--- src/sv/xmd_pkg.sv ---
// Shared constants and helpers for the XML message deframer.
`default_nettype none
package xmd_pkg;

    localparam logic [7:0] CHAR_LT    = 8'h3C;  // '<'
    localparam logic [7:0] CHAR_SLASH = 8'h2F;  // '/'
    localparam logic [7:0] CHAR_GT    = 8'h3E;  // '>'

    // Element name character: A-Z, a-z, 0-9 or underscore.
    function automatic logic is_name_char(input logic [7:0] c);
        is_name_char = (c >= 8'h41 && c <= 8'h5A) || (c >= 8'h61 && c <= 8'h7A) ||
                       (c >= 8'h30 && c <= 8'h39) || (c == 8'h5F);
    endfunction

endpackage
`default_nettype wire

--- src/sv/xmd_ram.sv ---
// Generic single-port-write, single-port-read RAM with registered read data.
`default_nettype none
module xmd_ram #(
    parameter int WIDTH = 8,
    parameter int DEPTH = 32
) (
    input  wire logic                             i_clk,
    input  wire logic                             i_wr_en,
    input  wire logic [$clog2(DEPTH > 1 ? DEPTH : 2)-1:0] i_wr_addr,
    input  wire logic [WIDTH-1:0]                 i_wr_data,
    input  wire logic [$clog2(DEPTH > 1 ? DEPTH : 2)-1:0] i_rd_addr,
    output logic      [WIDTH-1:0]                 o_rd_data
);

    logic [WIDTH-1:0] r_mem [DEPTH];

    always_ff @(posedge i_clk) begin
        if (i_wr_en) begin
            r_mem[i_wr_addr] <= i_wr_data;
        end
        o_rd_data <= r_mem[i_rd_addr];
    end

endmodule
`default_nettype wire

--- src/sv/xml_message_deframer.sv ---
// Top level of the XML message deframer: name store, end-tag matcher, output register.
`default_nettype none
// The block takes one byte per transaction and returns one transaction per byte,
// the byte itself plus two flags, at a sustained rate of one byte per cycle while the
// output is not stalled; accepted bytes load the output register. The first '<'
// followed by name characters (A-Z, a-z, 0-9, '_') opens the leading element;
// its name is written into a MAX_NAME_LEN x 8 RAM, one character per byte. After
// the name the bytes are matched against "</name>"; message_end is set on the
// '>' that completes it, and the search for a new element begins again. A name
// that would exceed MAX_NAME_LEN characters sets name_too_long on that character
// and the element is dropped. The rate is set by the name RAM: its read address
// is the next expected name position, issued on the edge that accepts a byte so
// the character to compare is ready when the following byte arrives. The input
// stalls only while a completed transaction is held at the output by i_out_stall.
// The name RAM needs no clearing after reset: only stored positions are read.
module xml_message_deframer #(
    parameter int MAX_NAME_LEN = 32
) (
    input  wire logic       i_clk,
    input  wire logic       i_rst_n,
    input  wire logic       i_in_valid,
    input  wire logic [7:0] i_data_byte,
    output logic            o_in_stall,
    output logic            o_out_valid,
    output logic      [7:0] o_out_byte,
    output logic            o_message_end,
    output logic            o_name_too_long,
    input  wire logic       i_out_stall
);

    localparam int AW = $clog2(MAX_NAME_LEN > 1 ? MAX_NAME_LEN : 2);
    localparam int LW = $clog2(MAX_NAME_LEN + 1);
    localparam int PW = $clog2(MAX_NAME_LEN + 3);

    localparam logic [1:0] PH_SEEK = 2'd0;
    localparam logic [1:0] PH_NAME = 2'd1;
    localparam logic [1:0] PH_BODY = 2'd2;

    logic [1:0]    r_phase, n_phase;
    logic [LW-1:0] r_len, n_len;
    logic [PW-1:0] r_match, n_match;

    logic       accept;
    logic       name_char;
    logic       end_hit;
    logic       too_long;
    logic       body_ok;
    logic       body_done;
    logic [7:0] rd_char;
    logic       wr_en;
    logic [PW-1:0] rd_pos;
    logic [PW-1:0] rd_idx;
    logic [PW:0]   len_plus2;

    assign o_in_stall = o_out_valid && i_out_stall;
    assign accept     = i_in_valid && !o_in_stall;
    assign name_char  = xmd_pkg::is_name_char(i_data_byte);
    assign len_plus2  = (PW+1)'(r_len) + (PW+1)'(2);

    // End-tag matcher for one body byte at the stored match position.
    always_comb begin
        body_done = 1'b0;
        if (r_phase != PH_BODY || r_match == '0) begin
            body_ok = (i_data_byte == xmd_pkg::CHAR_LT);
        end else if (r_match == PW'(1)) begin
            body_ok = (i_data_byte == xmd_pkg::CHAR_SLASH);
        end else if ((PW+1)'(r_match) < len_plus2) begin
            body_ok = (i_data_byte == rd_char);
        end else begin
            body_ok   = (i_data_byte == xmd_pkg::CHAR_GT);
            body_done = body_ok;
        end
    end

    // Next state for the accepted byte.
    always_comb begin
        n_phase  = r_phase;
        n_len    = r_len;
        n_match  = r_match;
        wr_en    = 1'b0;
        end_hit  = 1'b0;
        too_long = 1'b0;
        if (accept) begin
            unique case (r_phase)
                PH_NAME: begin
                    if (name_char) begin
                        if (r_len < LW'(MAX_NAME_LEN)) begin
                            wr_en = 1'b1;
                            n_len = r_len + LW'(1);
                        end else begin
                            too_long = 1'b1;
                            n_phase  = PH_SEEK;
                            n_len    = '0;
                        end
                    end else if (r_len == '0) begin
                        // empty name: another '<' restarts the candidate
                        if (i_data_byte != xmd_pkg::CHAR_LT) begin
                            n_phase = PH_SEEK;
                        end
                    end else begin
                        // name ends; this byte is the first one matched at position 0
                        n_phase = PH_BODY;
                        n_match = (i_data_byte == xmd_pkg::CHAR_LT) ? PW'(1) : '0;
                    end
                end
                PH_BODY: begin
                    if (body_done) begin
                        end_hit = 1'b1;
                        n_match = '0;
                        n_phase = PH_SEEK;
                        n_len   = '0;
                    end else if (body_ok) begin
                        n_match = r_match + PW'(1);
                    end else begin
                        n_match = (i_data_byte == xmd_pkg::CHAR_LT) ? PW'(1) : '0;
                    end
                end
                default: begin
                    n_phase = PH_SEEK;
                    if (i_data_byte == xmd_pkg::CHAR_LT) begin
                        n_phase = PH_NAME;
                        n_len   = '0;
                        n_match = '0;
                    end
                end
            endcase
        end
    end

    // Prefetch the name character for the next match position.
    assign rd_pos = n_match;
    assign rd_idx = rd_pos - PW'(2);

    xmd_ram #(
        .WIDTH(8),
        .DEPTH(MAX_NAME_LEN)
    ) u_name_ram (
        .i_clk    (i_clk),
        .i_wr_en  (wr_en),
        .i_wr_addr(r_len[AW-1:0]),
        .i_wr_data(i_data_byte),
        .i_rd_addr(rd_idx[AW-1:0]),
        .o_rd_data(rd_char)
    );

    always_ff @(posedge i_clk) begin
        if (!i_rst_n) begin
            r_phase <= PH_SEEK;
            r_len   <= '0;
            r_match <= '0;
        end else begin
            r_phase <= n_phase;
            r_len   <= n_len;
            r_match <= n_match;
        end
    end

    // Output register: load on accept, drop when the transaction is taken.
    always_ff @(posedge i_clk) begin
        if (!i_rst_n) begin
            o_out_valid <= 1'b0;
        end else if (accept) begin
            o_out_valid <= 1'b1;
        end else if (!i_out_stall) begin
            o_out_valid <= 1'b0;
        end
    end

    always_ff @(posedge i_clk) begin
        if (accept) begin
            o_out_byte      <= i_data_byte;
            o_message_end   <= end_hit;
            o_name_too_long <= too_long;
        end
    end

    // The two flags never mark the same transaction.
    assert property (@(posedge i_clk) disable iff (!i_rst_n)
        o_out_valid |-> !(o_message_end && o_name_too_long))
        else $error("message_end and name_too_long both set");

    // The match position never runs past the closing '>' of the end tag.
    assert property (@(posedge i_clk) disable iff (!i_rst_n)
        (r_phase == PH_BODY) |-> ((PW+1)'(r_match) <= len_plus2))
        else $error("match position beyond end tag");

    // The stored name length never exceeds the name store.
    assert property (@(posedge i_clk) disable iff (!i_rst_n)
        r_len <= LW'(MAX_NAME_LEN))
        else $error("name length overflow");

    // A stalled input always has a held output behind it.
    assert property (@(posedge i_clk) disable iff (!i_rst_n)
        o_in_stall |-> o_out_valid)
        else $error("input stalled without a pending output");

endmodule
`default_nettype wire
--- config.mk ---
export PLATFORM = sky130hd
export DESIGN_NAME = xml_message_deframer
export DESIGN_NICKNAME = d
export VERILOG_FILES = /design/src/sv/xmd_pkg.sv /design/src/sv/xmd_ram.sv /design/src/sv/xml_message_deframer.sv
export SDC_FILE = /design/constraint.sdc
export NUM_CORES = 1
export LEC_CHECK = 0
export BUFFER_PORTS_ARGS = -buffer_cell sky130_fd_sc_hd__clkbuf_2
export CORE_AREA = 3 3 155 157
export DETAILED_ROUTE_END_ITERATION = 12
export DIE_AREA = 0 0 158 160
export GPL_ROUTABILITY_DRIVEN = 0
export PLACE_DENSITY = 0.75
export SKIP_CTS_REPAIR_TIMING = 1
export SKIP_LAST_GASP = 1
export SLEW_MARGIN = 20
export SYNTH_ARGS = -nofsm -noshare
export SYNTH_HDL_FRONTEND = slang
export SYNTH_SLANG_ARGS = --single-unit
--- constraint.sdc ---
create_clock -name i_clk -period 4.9 [get_ports i_clk]
set_clock_uncertainty 0.2 [all_clocks]
set_input_delay 0.98 -clock i_clk [delete_from_list [all_inputs] [get_ports i_clk]]
set_output_delay 0.98 -clock i_clk [all_outputs]
set_load 0.1 [all_outputs]
Word level (Yosys, flattened, before mapping)
Memory sizes are Yosys's and may differ from the RTL's. A register that Yosys moved wholly into a read port is not among the register bits.
Index checks and enable logic that the tools add are counted.
Word-level totals
  register bits after elaboration: 25
  bits in writable memories: 256
  output and inout bits: 12
  word-level logic and storage cells: 87
  memories kept: 1
Cells by class
  add/subtract/negate cells: 4
  magnitude comparators: 8
  equality and inequality tests: 15
  multiplexer cells: 36
  reductions and logical operators: 16
Memory list
  u_name_ram.r_mem: words 32, width 8, read ports 1, clocked after Yosys merged registers in 1, wr ports 1, RTL line xmd_ram.sv:15  | logic [WIDTH-1:0] r_mem [DEPTH];
Operators with widths (number)
  6-bit two-way mux: 10
  8-bit by 6-bit == test with 1-bit output (second input constant): 3
  6-bit case mux with 2 select lines: 2
  1-bit two-way mux: 18
  8-bit by 7-bit >= comparator with 1-bit output (second input constant): 2
  8-bit by 7-bit less-or-equal comparator with 1-bit output (second input constant): 2
  6-bit by 1-bit adder with 6-bit output (second input constant): 2
  6-bit logical NOT: 2
  2-bit two-way mux: 5
  8-bit by 7-bit == test with 1-bit output (second input constant): 1
  8-bit == test: 1
  8-bit by 6-bit >= comparator with 1-bit output (second input constant): 1
  8-bit by 6-bit less-or-equal comparator with 1-bit output (second input constant): 1
  8-bit by 6-bit inequality test with 1-bit output (second input constant): 1
  4-bit AND reduction: 2
  6-bit by 2-bit adder with 7-bit output (second input constant): 1
  6-bit by 7-bit < comparator with 1-bit output: 1
  6-bit by 1-bit == test with 1-bit output (second input constant): 1
  6-bit < comparator (second input constant): 1
  2-bit inequality test (second input constant): 3
  1-bit logical AND: 5
  5-bit by 2-bit subtractor with 5-bit output (second input constant): 1
  1-bit logical OR: 4
  4-bit inequality test (second input constant): 1
  other kinds (8): 8

Longest topological paths before layout
Gate-level depths: netlist of the first run.
  word-level depth: 10
  gate-level depth with buffers: 21
  depth with buffers taken out: 17

Modules after synthesis
A second synthesis of the first run with hierarchy kept.
Unflattened totals
  cell total of the unflattened synthesis: 629
  area, all modules: 11936.4 um^2
Modules (own cells, without submodules)
  xmd_ram: instances 1, cells each 417, area an instance 10053.4 um^2, seq. area each 7847.5 um^2
  xml_message_deframer: instances 1, cells each 212, area an instance 1883.1 um^2, seq. area each 600.6 um^2

Least setup slack after synthesis of the first run
OpenSTA, ideal clock, no wires.
  path type: input to register
  start: input i_data_byte[1]
  end: register u_name_ram.o_rd_data[5] (read register of u_name_ram.r_mem)
  library setup time: 0.127 ns
  data arrival time: 4.180 ns
  data required time: 4.573 ns
  path slack: 0.393 ns
  stages: 17
  cells stage by stage: buf_6 > nor4b_2 > and2_1 > buf_6 > o21ai_2 > or2_4 > a2111o_1 > buf_2 > nand2_8 > inv_6 > ha_1 > clkbuf_1 > clkbuf_1 > clkbuf_1 > nand4_1 > a31oi_1 > o211ai_1
On the way
  longest elaborated chain between the ends: 9
RTL lines
  from (decl): RTL line xml_message_deframer.sv:22  | input wire logic [7:0] i_data_byte,
  8-bit by 7-bit >= comparator with 1-bit output, or another cell as far along: RTL line xmd_pkg.sv:11  | is_name_char = (c >= 8'h41 && c <= 8'h5A) || (c >= 8'h61 && c <= 8'h7A) ||
  1-bit logical AND or 1-bit two-way mux (tied branches): RTL line xmd_pkg.sv:11, xml_message_deframer.sv:67
  1-bit logical OR or 1-bit two-way mux (tied branches): RTL line xmd_pkg.sv:11, xml_message_deframer.sv:65
  1-bit logical OR or 1-bit two-way mux (tied branches): RTL line xmd_pkg.sv:11, xml_message_deframer.sv:63
  1-bit logical OR or 6-bit two-way mux (tied branches): RTL line xmd_pkg.sv:12, xml_message_deframer.sv:112
  6-bit two-way mux (on tied branches): RTL line xml_message_deframer.sv:86, xml_message_deframer.sv:107
  6-bit case mux with 2 select lines (*): RTL line xml_message_deframer.sv:84  | unique case (r_phase)
  6-bit two-way mux (*): RTL line xml_message_deframer.sv:83  | if (accept) begin
  5-bit by 2-bit subtractor with 5-bit output (*): RTL line xml_message_deframer.sv:132  | assign rd_idx = rd_pos - PW'(2);
  to (decl): RTL line xmd_ram.sv:12  | output logic [WIDTH-1:0] o_rd_data
Every way passes the cells marked *; elsewhere a longest branch is shown, timed or not.
A chain may end at the register's enable or synchronous reset.

Final worst setup path of the first run
  start: register r_len[1]
  end: register u_name_ram.o_rd_data[1] (read register of u_name_ram.r_mem)
On the way
  longest elaborated chain between the ends: 10
RTL lines
  from (decl): RTL line xml_message_deframer.sv:40  | logic [LW-1:0] r_len, n_len;
  from (signal assigned): RTL line xml_message_deframer.sv:153  | r_len <= n_len;
  6-bit by 2-bit adder with 7-bit output: RTL line xml_message_deframer.sv:58  | assign len_plus2 = (PW+1)'(r_len) + (PW+1)'(2);
  6-bit by 7-bit < comparator with 1-bit output: RTL line xml_message_deframer.sv:67  | end else if ((PW+1)'(r_match) < len_plus2) begin
  1-bit two-way mux: RTL line xml_message_deframer.sv:67
  1-bit two-way mux: RTL line xml_message_deframer.sv:65  | end else if (r_match == PW'(1)) begin
  1-bit two-way mux: RTL line xml_message_deframer.sv:63  | if (r_phase != PH_BODY || r_match == '0) begin
  6-bit two-way mux: RTL line xml_message_deframer.sv:112  | end else if (body_ok) begin
  6-bit two-way mux: RTL line xml_message_deframer.sv:107  | if (body_done) begin
  6-bit case mux with 2 select lines (*): RTL line xml_message_deframer.sv:84
  6-bit two-way mux (*): RTL line xml_message_deframer.sv:83
  5-bit by 2-bit subtractor with 5-bit output (*): RTL line xml_message_deframer.sv:132
Marked as above.

==> impl_metrics.ini, run 1 <==
[power]
power_switching_share = 0.210
seqPwrFrac = 0.547
p_int_w = 0.00390
power_frac_comb = 0.027
clockPowerShare = 0.426
net-switching-power_w = 0.00103
powerDensity_mw_per_mm2 = 345
leakagePower_nw = 5.18
vdd_drop_max_mv = 0.311

[global_route]
antenna_found_initial = 2
grt_max_degree = 45
gr-total-overflow = 0
grt_pass1_wl_um = 45800
track_usage = 0.237
grt_pass1_vias = 7672

[clock_tree]
path_clk_slew_ps = 60
clock_latency_ps = 560
cts_tree = yes
cts_max_path_buffers = 3
cts-root-buf = clkbuf_16
cts_inserted_buffers = 30
cts_sinks = 289
htreeDepth = 1

[floorplanning]
die-area_mm2 = 0.0253
die_w_um = 158
ios = 24
dieHeight_um = 160
rows = 55
start_util = 0.552
core_area_mm2 = 0.0226

[sta]
period_needed_ps = 4520
rsz0062_at_grt = false
slew_violations = 0
hold_viol = 0
setup_viol = 0
worst_pin_slew_ps = 671
slew_headroom = 0.547
setup_tns_ps = 0
timing.fmax_mhz = 221
finalCritPeriodShare = 0.923

[logic_synthesis]
synth_nets = 891
synth_fa_ha_area_frac = 0.0160
syn_area_per_cell_um2 = 14.5
synth.distinct_cells = 73
netlist_area_mm2 = 0.0125
synth_xor_xnor_area_share = 0.0111
netlist_top_cells_area = edfxtp_1 (64%), mux2i_1 (5.8%), dfxtp_1 (3.7%), nand2_1 (2.0%), a22oi_1 (1.6%)
ys_seq_elements = 289
yosysWarnings = 0
yosys.area.top_type_share = 0.639
synth_cells = 863
synth_top_family_by_area = compound AO/OA/AOI/OAI gates
synth-compound-area-share = 0.0974
synth_edf_count = 266
ys_async_sr_fraction = 0
synthFlopType = edfxtp_1
synth_top_area_cell = edfxtp_1
synth_mux_area_frac = 0.0747
yosys.area_share.simple = 0.0953
ys_seq_area_frac = 0.676

[run]
maxCapViolCount = 0

[critical_path]
cp-endpoint = u_name_ram.o_rd_data[1]
required_ps = 5130
cp-start-kind = flip-flop
critical_path.startpoint = r_len[1]
reg2reg_depth = 18
critPathMaxFanout = 26
arrival_ps = 4750
rr_startpoint = r_len[1]
worstReg2RegEnd = u_name_ram.o_rd_data[1]
r2r_slack_ps = 380
path_class = reg2reg
endpoint_kind = flip-flop

[detailed_routing]
drc = 0
vias_per_cell = 6.26
firstDrtPassIters = 5
avgRoutedWirePerCell_um = 23.6
antenna_left = 0
detailroute.via_count = 7903
initialDrtViolationCount = 812
drt_wl_total_um = 29800

[finish]
synthToLayoutAreaGrowth_pct = 14.2
final_util = 0.630
final_nets = 980
fin_area_mm2 = 0.0143
drive_gt1_frac = 0.185

[placement]
dp_hpwl_um = 19900
port_buffers = 23
dpl_cell_area_mm2 = 0.0133

[outcome]
status = finished clean

[worst_hold_path]
min_path_type = reg2reg
worst max-delay path, stage by stage (launching register included):
cell and delay [ps]:
dfxtp_1 490, ha_1 280, nand3_1 110, xor2_1 160, ha_1 310, a21oi_1 160
o21ai_2 130, and2_1 170, buf_4 170, a2111o_1 380, a2bb2oi_1 170, ha_1 390
buf_12 190, a21oi_1 320, buf_4 200, nand2_1 120, o21ai_1 170, a211o_1 180
nand4_1 100
metal layers:
layer	GRT usage	up-vias	wire [um]
met5	0	-	0
met4	0.0860	0	1220
met3	0.0472	85	2470
met2	0.363	367	13800
met1	0.342	3893	12300
li1	-	3558	-
kinds of logic (layout without fill, tap and decap cells):
logic type	count (synthesis)	count (layout)
XOR/XNOR	15	15
AND/OR/NAND/NOR	234	234
flip-flops	289	289
other	0	2
multiplexers	83	83
adder cells (fa/ha/maj)	16	16
buffers and inverters	68	180
AO/OA/AOI/OAI	158	158
cell usage in the layout, fill, tap and decap left out, drive strengths merged, types with 4 or more instances in the layout:
master	instances
a32oi	9
a21boi	4
or2	4
dfxtp	23
a22oi	27
o21ai	32
edfxtp	266
a41oi	4
a2111oi	5
nor2	52
a211o	6
and3	6
buf	79
o31ai	10
nor3	15
or3	6
ha	16
nand2	67
a21oi	19
nand2b	5
nand4	25
clkbuf	56
inv	24
a31oi	6
clkinv	19
a211oi	4
o2111ai	6
and2	8
nand3b	4
mux2i	73
mux4	8
nor2b	7
nor4	6
o311ai	4
nand3	22
a21o	6
xor2	12
final cells by class:
| cell class | count | area [um2] |
|---|---|---|
| multi-input combinational | 506 | 3680 |
| fill | 1620 | 8370 |
| clock inverter | 22 | 153 |
| tap | 285 | 357 |
| clock buffer | 33 | 762 |
| antenna | 2 | 5.00 |
| sequential | 289 | 8450 |
| timing repair buffer | 102 | 771 |
| inverter | 23 | 91.3 |
cell usage after synthesis (all sizes together), types with 16 or more instances:
| cell | n |
|---|---|
| edfxtp | 266 |
| mux2i | 73 |
| nand2 | 67 |
| nor2 | 52 |
| o21ai | 32 |
| a22oi | 27 |
| nand4 | 25 |
| buf | 23 |
| dfxtp | 23 |
| clkbuf | 22 |
| inv | 22 |
| nand3 | 22 |
| a21oi | 19 |
| ha | 16 |
flip-flops by register name (all words and copies together), names as in the netlist:
register              flops
u_name_ram.r_mem        256
o_out_byte                8
u_name_ram.o_rd_data      8
r_len                     6
r_match                   6
r_phase                   2
o_message_end             1
o_name_too_long           1
o_out_valid               1
metrics by stage:
stage / std cells / setup slack, ps / hold slack, ps / total power, W
2_1_floorplan: 863 / 393 / 258 / 0.00281
3_3_place_gp: 1205 / 164 / 278 / 0.00288
3_5_place_dp: 1205 / 8.26 / 282 / 0.00288
4_1_cts: 1260 / 350 / 288 / 0.00495
5_1_grt: 1260 / 49.9 / 309 / 0.00506
6_report: 1262 / 377 / 285 / 0.00493
worst min path at each step:
stage                          start         end  cells after the start
final                     r_phase[1]  r_phase[1]                      2
after global routing      r_phase[1]  r_phase[1]                      2
after CTS                 r_phase[1]  r_phase[1]                      2
after detailed placement  r_phase[1]  r_phase[1]                      2
after global placement    r_phase[1]  r_phase[1]                      2
after floorplan           r_phase[1]  r_phase[1]                      2
power by group through the flow:
stage	Combinational, W	Clock, W	Sequential (W)
final	0.000131	0.00210	0.00270
after global routing	0.000138	0.00222	0.00270
after CTS	0.000131	0.00212	0.00270
after detailed placement	0.000131	0	0.00275
after global placement	0.000128	0	0.00275
after floorplan	0.0000215	0	0.00279
No activity file was read; power rests on OpenSTA's default activity.
==> run 2, diff against run 1 <==
--- a/config.mk
+++ b/config.mk
@@ -5,12 +5,12 @@
 export SDC_FILE = /design/constraint.sdc
 export NUM_CORES = 1
 export LEC_CHECK = 0
-export BUFFER_PORTS_ARGS = -buffer_cell sky130_fd_sc_hd__clkbuf_2
 export CORE_AREA = 3 3 155 157
 export DETAILED_ROUTE_END_ITERATION = 12
 export DIE_AREA = 0 0 158 160
+export DONT_BUFFER_PORTS = 1
 export GPL_ROUTABILITY_DRIVEN = 0
-export PLACE_DENSITY = 0.75
+export PLACE_DENSITY = 0.74
 export SKIP_CTS_REPAIR_TIMING = 1
 export SKIP_LAST_GASP = 1
 export SLEW_MARGIN = 20
==> run 2 against run 1 <==
  * Non-clock buffer count decreased by 57
  * Flip-flop and latch count unchanged
  * Worst hold slack improved by 10 ps
  * Critical path depth decreased by 2
  * First-iteration DRC count increased by 2.5%
  * Sequential power about the same
  * Global-route usage decreased by 0.90 points
  * Register-to-register slack about the same
  * Final area decreased by 3.2%
  * Cell count decreased by 4.9%
  * Fmax decreased by 0.25%
==> impl_metrics.ini, run 2 (synthesized netlist as in run 1, its figures left out) <==
[outcome]
status = finished clean

[global_route]
antenna_found_initial = 0
grt_max_degree = 45
grt_pass1_vias = 7557
track_usage = 0.228
gr-total-overflow = 0
grt_pass1_wl_um = 44600

[floorplanning]
start_util = 0.552
ios = 24
rows = 55
die_w_um = 158
core_area_mm2 = 0.0226
die-area_mm2 = 0.0253
dieHeight_um = 160

[sta]
hold_viol = 0
worst_pin_slew_ps = 1110
period_needed_ps = 4530
slew_violations = 0
slew_headroom = 0.258
finalCritPeriodShare = 0.925
setup_tns_ps = 0
timing.fmax_mhz = 221
setup_viol = 0
rsz0062_at_grt = false

[power]
leakagePower_nw = 4.86
vdd_drop_max_mv = 0.290
finalPower_w = 0.00476
powerDensity_mw_per_mm2 = 345

[critical_path]
required_ps = 5120
cp_common_cell = ha_1
arrival_ps = 4760
endpoint_kind = flip-flop
cp-start-kind = flip-flop
cpPeakStageDelay_ps = 850
critPathMaxFanout = 15
cp_cell_sequence = ha_1, nand3_1, xor2_1, ha_1, a21oi_1, o21ai_1, and2_1, a2111o_1, nand2_8, inv_6, ha_1, inv_1, nor2_1, a22oi_1, nand4_1, nand4_1
path_class = reg2reg
crit_path_top_delay_cell = nor2_1

[finish]
drive_gt1_frac = 0.127
final_nets = 922
synthToLayoutAreaGrowth_pct = 10.6
n_antenna_cell = 0
regMostFlops = u_name_ram.r_mem
largest_reg_flops = 256
final_common_cell = edfxtp_1
reg.largest.list = u_name_ram.r_mem: 256 flops, o_out_byte: 8 flops, u_name_ram.o_rd_data: 8 flops
final_cell_mix = edfxtp_1 (266), mux2i_1 (73), nand2_1 (66)

[clock_tree]
htreeDepth = 1
path_clk_slew_ps = 60
cts_tree = yes
cts_max_path_buffers = 3
cts_sinks = 289
cts-root-buf = clkbuf_16
clock_latency_ps = 540
cts_inserted_buffers = 29

[detailed_routing]
avgRoutedWirePerCell_um = 23.8
vias_per_cell = 6.39
drt_wl_total_um = 28500
detailroute.via_count = 7667
antenna_left = 0
initialDrtViolationCount = 832
drc = 0
firstDrtPassIters = 7

[placement]
port_buffers = 0
dp_hpwl_um = 18000

[run]
maxCapViolCount = 0

[worst_hold_path]
min_path_type = reg2reg
run 2: area by class of cell:
type                       instances  area, um2
clock buffer                      35        748
clock inverter                    17        106
fill                            1683       8830
inverter                          23       91.3
multi-input combinational        506       3690
sequential                       289       8450
tap                              285        357
timing repair buffer              45        375
run 2: layer usage:
metal / wire, um / share of wire / up-vias / global-route usage
met3: 2390 / 0.084 / 51 / 0.0347
met4: 587 / 0.021 / 0 / 0.0594
met2: 13500 / 0.47 / 362 / 0.352
li1: - / - / 3436 / -
met1: 12000 / 0.42 / 3818 / 0.344
met5: 0 / 0 / - / 0
run 2: metrics by stage:
step / cells / util / setup slack (ps) / cell area, um2 / hold slack (ps)
2_1_floorplan: 863 / - / 393 / 12500 / 258
3_3_place_gp: 1148 / 0.572 / 292 / 13000 / 276
3_5_place_dp: 1148 / 0.572 / 251 / 13000 / 294
4_1_cts: 1200 / 0.610 / 360 / 13800 / 300
5_1_grt: 1200 / 0.610 / 65.8 / 13800 / 317
6_report: 1200 / 0.610 / 366 / 13800 / 295
run 2: path summary, 6_finish.rpt:
check / from / endpoint / slack (ps) / depth (start not counted)
min reg2reg: r_phase[1] / r_phase[1] / 300 / 2
min: r_phase[1] / r_phase[1] / 300 / 2
max reg2reg: r_len[1] / u_name_ram.o_rd_data[0] / 370 / 16
max: r_len[1] / u_name_ram.o_rd_data[0] / 370 / 16
run 2: critical path: cells and delay by family (launching register included):
kind | cells | cell delay (ps)
adder cells (fa/ha/maj) | 3 | 880
flip-flops | 1 | 490
AND/OR/NAND/NOR | 6 | 1590
buffers and inverters | 2 | 140
AO/OA/AOI/OAI | 4 | 940
XOR/XNOR | 1 | 150
run 2: power breakdown:
| part | leakage (nW) | switching (W) | internal (W) |
|---|---|---|---|
| combinational | 1.85 | 0.0000183 | 0.00000974 |
| sequential | 2.59 | 0.0000347 | 0.00270 |
| clock | 0.419 | 0.000873 | 0.00113 |
| total | 4.86 | 0.000926 | 0.00384 |
==> run 3, diff against run 2 <==
--- a/config.mk
+++ b/config.mk
@@ -5,12 +5,12 @@
 export SDC_FILE = /design/constraint.sdc
 export NUM_CORES = 1
 export LEC_CHECK = 0
-export CORE_AREA = 3 3 155 157
+export CORE_AREA = 3 3 149 151
 export DETAILED_ROUTE_END_ITERATION = 12
-export DIE_AREA = 0 0 158 160
+export DIE_AREA = 0 0 152 154
 export DONT_BUFFER_PORTS = 1
 export GPL_ROUTABILITY_DRIVEN = 0
-export PLACE_DENSITY = 0.74
+export PLACE_DENSITY = 0.79
 export SKIP_CTS_REPAIR_TIMING = 1
 export SKIP_LAST_GASP = 1
 export SLEW_MARGIN = 20
==> run 3 against run 2 <==
  * Non-clock buffer count shrank 6
  * Sequential share of layout area grew 0.32 points
  * Wire length shrank 0.34%
  * Fmax shrank 1.5%
  * Critical path type unchanged
==> impl_metrics.ini, run 3 (synthesized netlist as in run 1, its figures left out) <==
[outcome]
status = finished clean

[global_route]
met3_usage = 0.0478
gr-total-overflow = 0
top_usage_layer = met2
gr-usage-met1 = 0.331
grt_util_met2 = 0.394
grt_max_degree = 63
grt_pass1_wl_um = 44000
track_usage = 0.240
antenna_found_initial = 0
grt_pass1_vias = 7411

[power]
power_switching_share = 0.196
seqPwrFrac = 0.571
leakagePower_nw = 4.83
vdd_drop_max_mv = 0.320
net-switching-power_w = 0.000938
p_int_w = 0.00385
finalPower_w = 0.00478
powerDensity_mw_per_mm2 = 348
power_frac_comb = 0.006
clockPowerShare = 0.423

[clock_tree]
cts_sinks = 289
cts_max_path_buffers = 3
cts_tree = yes
path_clk_slew_ps = 60
htreeDepth = 1
cts_inserted_buffers = 29
clock_latency_ps = 550
cts-root-buf = clkbuf_16

[floorplanning]
die_w_um = 152
dieHeight_um = 154
core_area_mm2 = 0.0210
die-area_mm2 = 0.0234
start_util = 0.596
ios = 24
rows = 53

[finish]
regMostFlops = u_name_ram.r_mem
n_antenna_cell = 0
final_nets = 916
multi_input_area_mm2 = 0.00368
fillerInstances = 1459
largest_reg_flops = 256
reg.largest.list = u_name_ram.r_mem: 256 flops, o_out_byte: 8 flops, u_name_ram.o_rd_data: 8 flops
final_common_cell = edfxtp_1
register_area_mm2 = 0.00845
drive_gt1_frac = 0.123
final_cell_mix = edfxtp_1 (266), mux2i_1 (73), nand2_1 (66)
final_util = 0.656
synthToLayoutAreaGrowth_pct = 9.99
instances_no_fill = 1183

[critical_path]
cp-start-kind = flip-flop
rr_startpoint = r_len[1]
critPathMaxFanout = 45
required_ps = 5120
critical_path.startpoint = r_len[1]
endpoint_kind = flip-flop
path_class = reg2reg
reg2reg_depth = 14
arrival_ps = 4830

[worst_hold_path]
min_path_type = reg2reg
hp-start = r_phase[1]
holdPathStages = 2

[placement]
dp_hpwl_um = 18000
port_buffers = 0
place_inst = 1132
place_ws_ps = 96.7

[detailed_routing]
avgRoutedWirePerCell_um = 24.0
firstDrtPassIters = 5
drt_wl_total_um = 28400
antenna_left = 0
drc = 0
initialDrtViolationCount = 936
vias_per_cell = 6.48
detailroute.via_count = 7671

[sta]
setup_ws_ps = 295
finalCritPeriodShare = 0.940
slew_headroom = 0.238
timing.fmax_mhz = 217
setup_viol = 0
hold_viol = 0
worst_pin_slew_ps = 1140
slew_violations = 0
rsz0062_at_grt = false
period_needed_ps = 4610
setup_tns_ps = 0

[run]
maxCapViolCount = 0
[run 3: worst paths after layout]
check	to	slack, ps
max	u_name_ram.o_rd_data[5]	290
min	r_phase[1]	290
max reg2reg	u_name_ram.o_rd_data[5]	290
min reg2reg	r_phase[1]	290
[run 3: routing by layer]
layer	share of wire	vias up
li1	-	3418
met1	0.40	3775
met2	0.48	408
met3	0.091	70
met4	0.034	0
met5	0	-
[run 3: power by group through the flow]
| stage | clock, W | combinational [W] | sequential, W |
|---|---|---|---|
| after global placement | 0 | 0.0000279 | 0.00278 |
| after CTS | 0.00205 | 0.0000287 | 0.00273 |
| final | 0.00202 | 0.0000287 | 0.00273 |
| after floorplan | 0 | 0.0000215 | 0.00279 |
| after detailed placement | 0 | 0.0000283 | 0.00278 |
| after global routing | 0.00216 | 0.0000303 | 0.00273 |
[run 3: area by class of cell]
| cell class | count | area share |
|---|---|---|
| Tap cell | 275 | 0.0250 |
| Clock inverter | 13 | 0.00701 |
| Sequential cell | 289 | 0.615 |
| Clock buffer | 38 | 0.0553 |
| Multi-Input combinational cell | 506 | 0.268 |
| Inverter | 23 | 0.00665 |
| Timing Repair Buffer | 39 | 0.0231 |
[run 3: worst max-delay path: stages (launching register included)]
cell and delay [ps]:
dfxtp_1 480, ha_1 280, nand3_1 110, xor2_1 160, ha_1 290, a21oi_1 130, o21ai_1 140, and2_1 190
a2111o_1 460, nand2_8 120, buf_4 550, mux4_2 600, mux2_2 280, o21ai_1 330, o211ai_1 130
[run 3: per-stage QoR]
step	hold slack [ps]	cell area, um2
6_report	289	13700
5_1_grt	309	13700
3_5_place_dp	285	12900
3_3_place_gp	273	12900
4_1_cts	293	13700
2_1_floorplan	258	12500
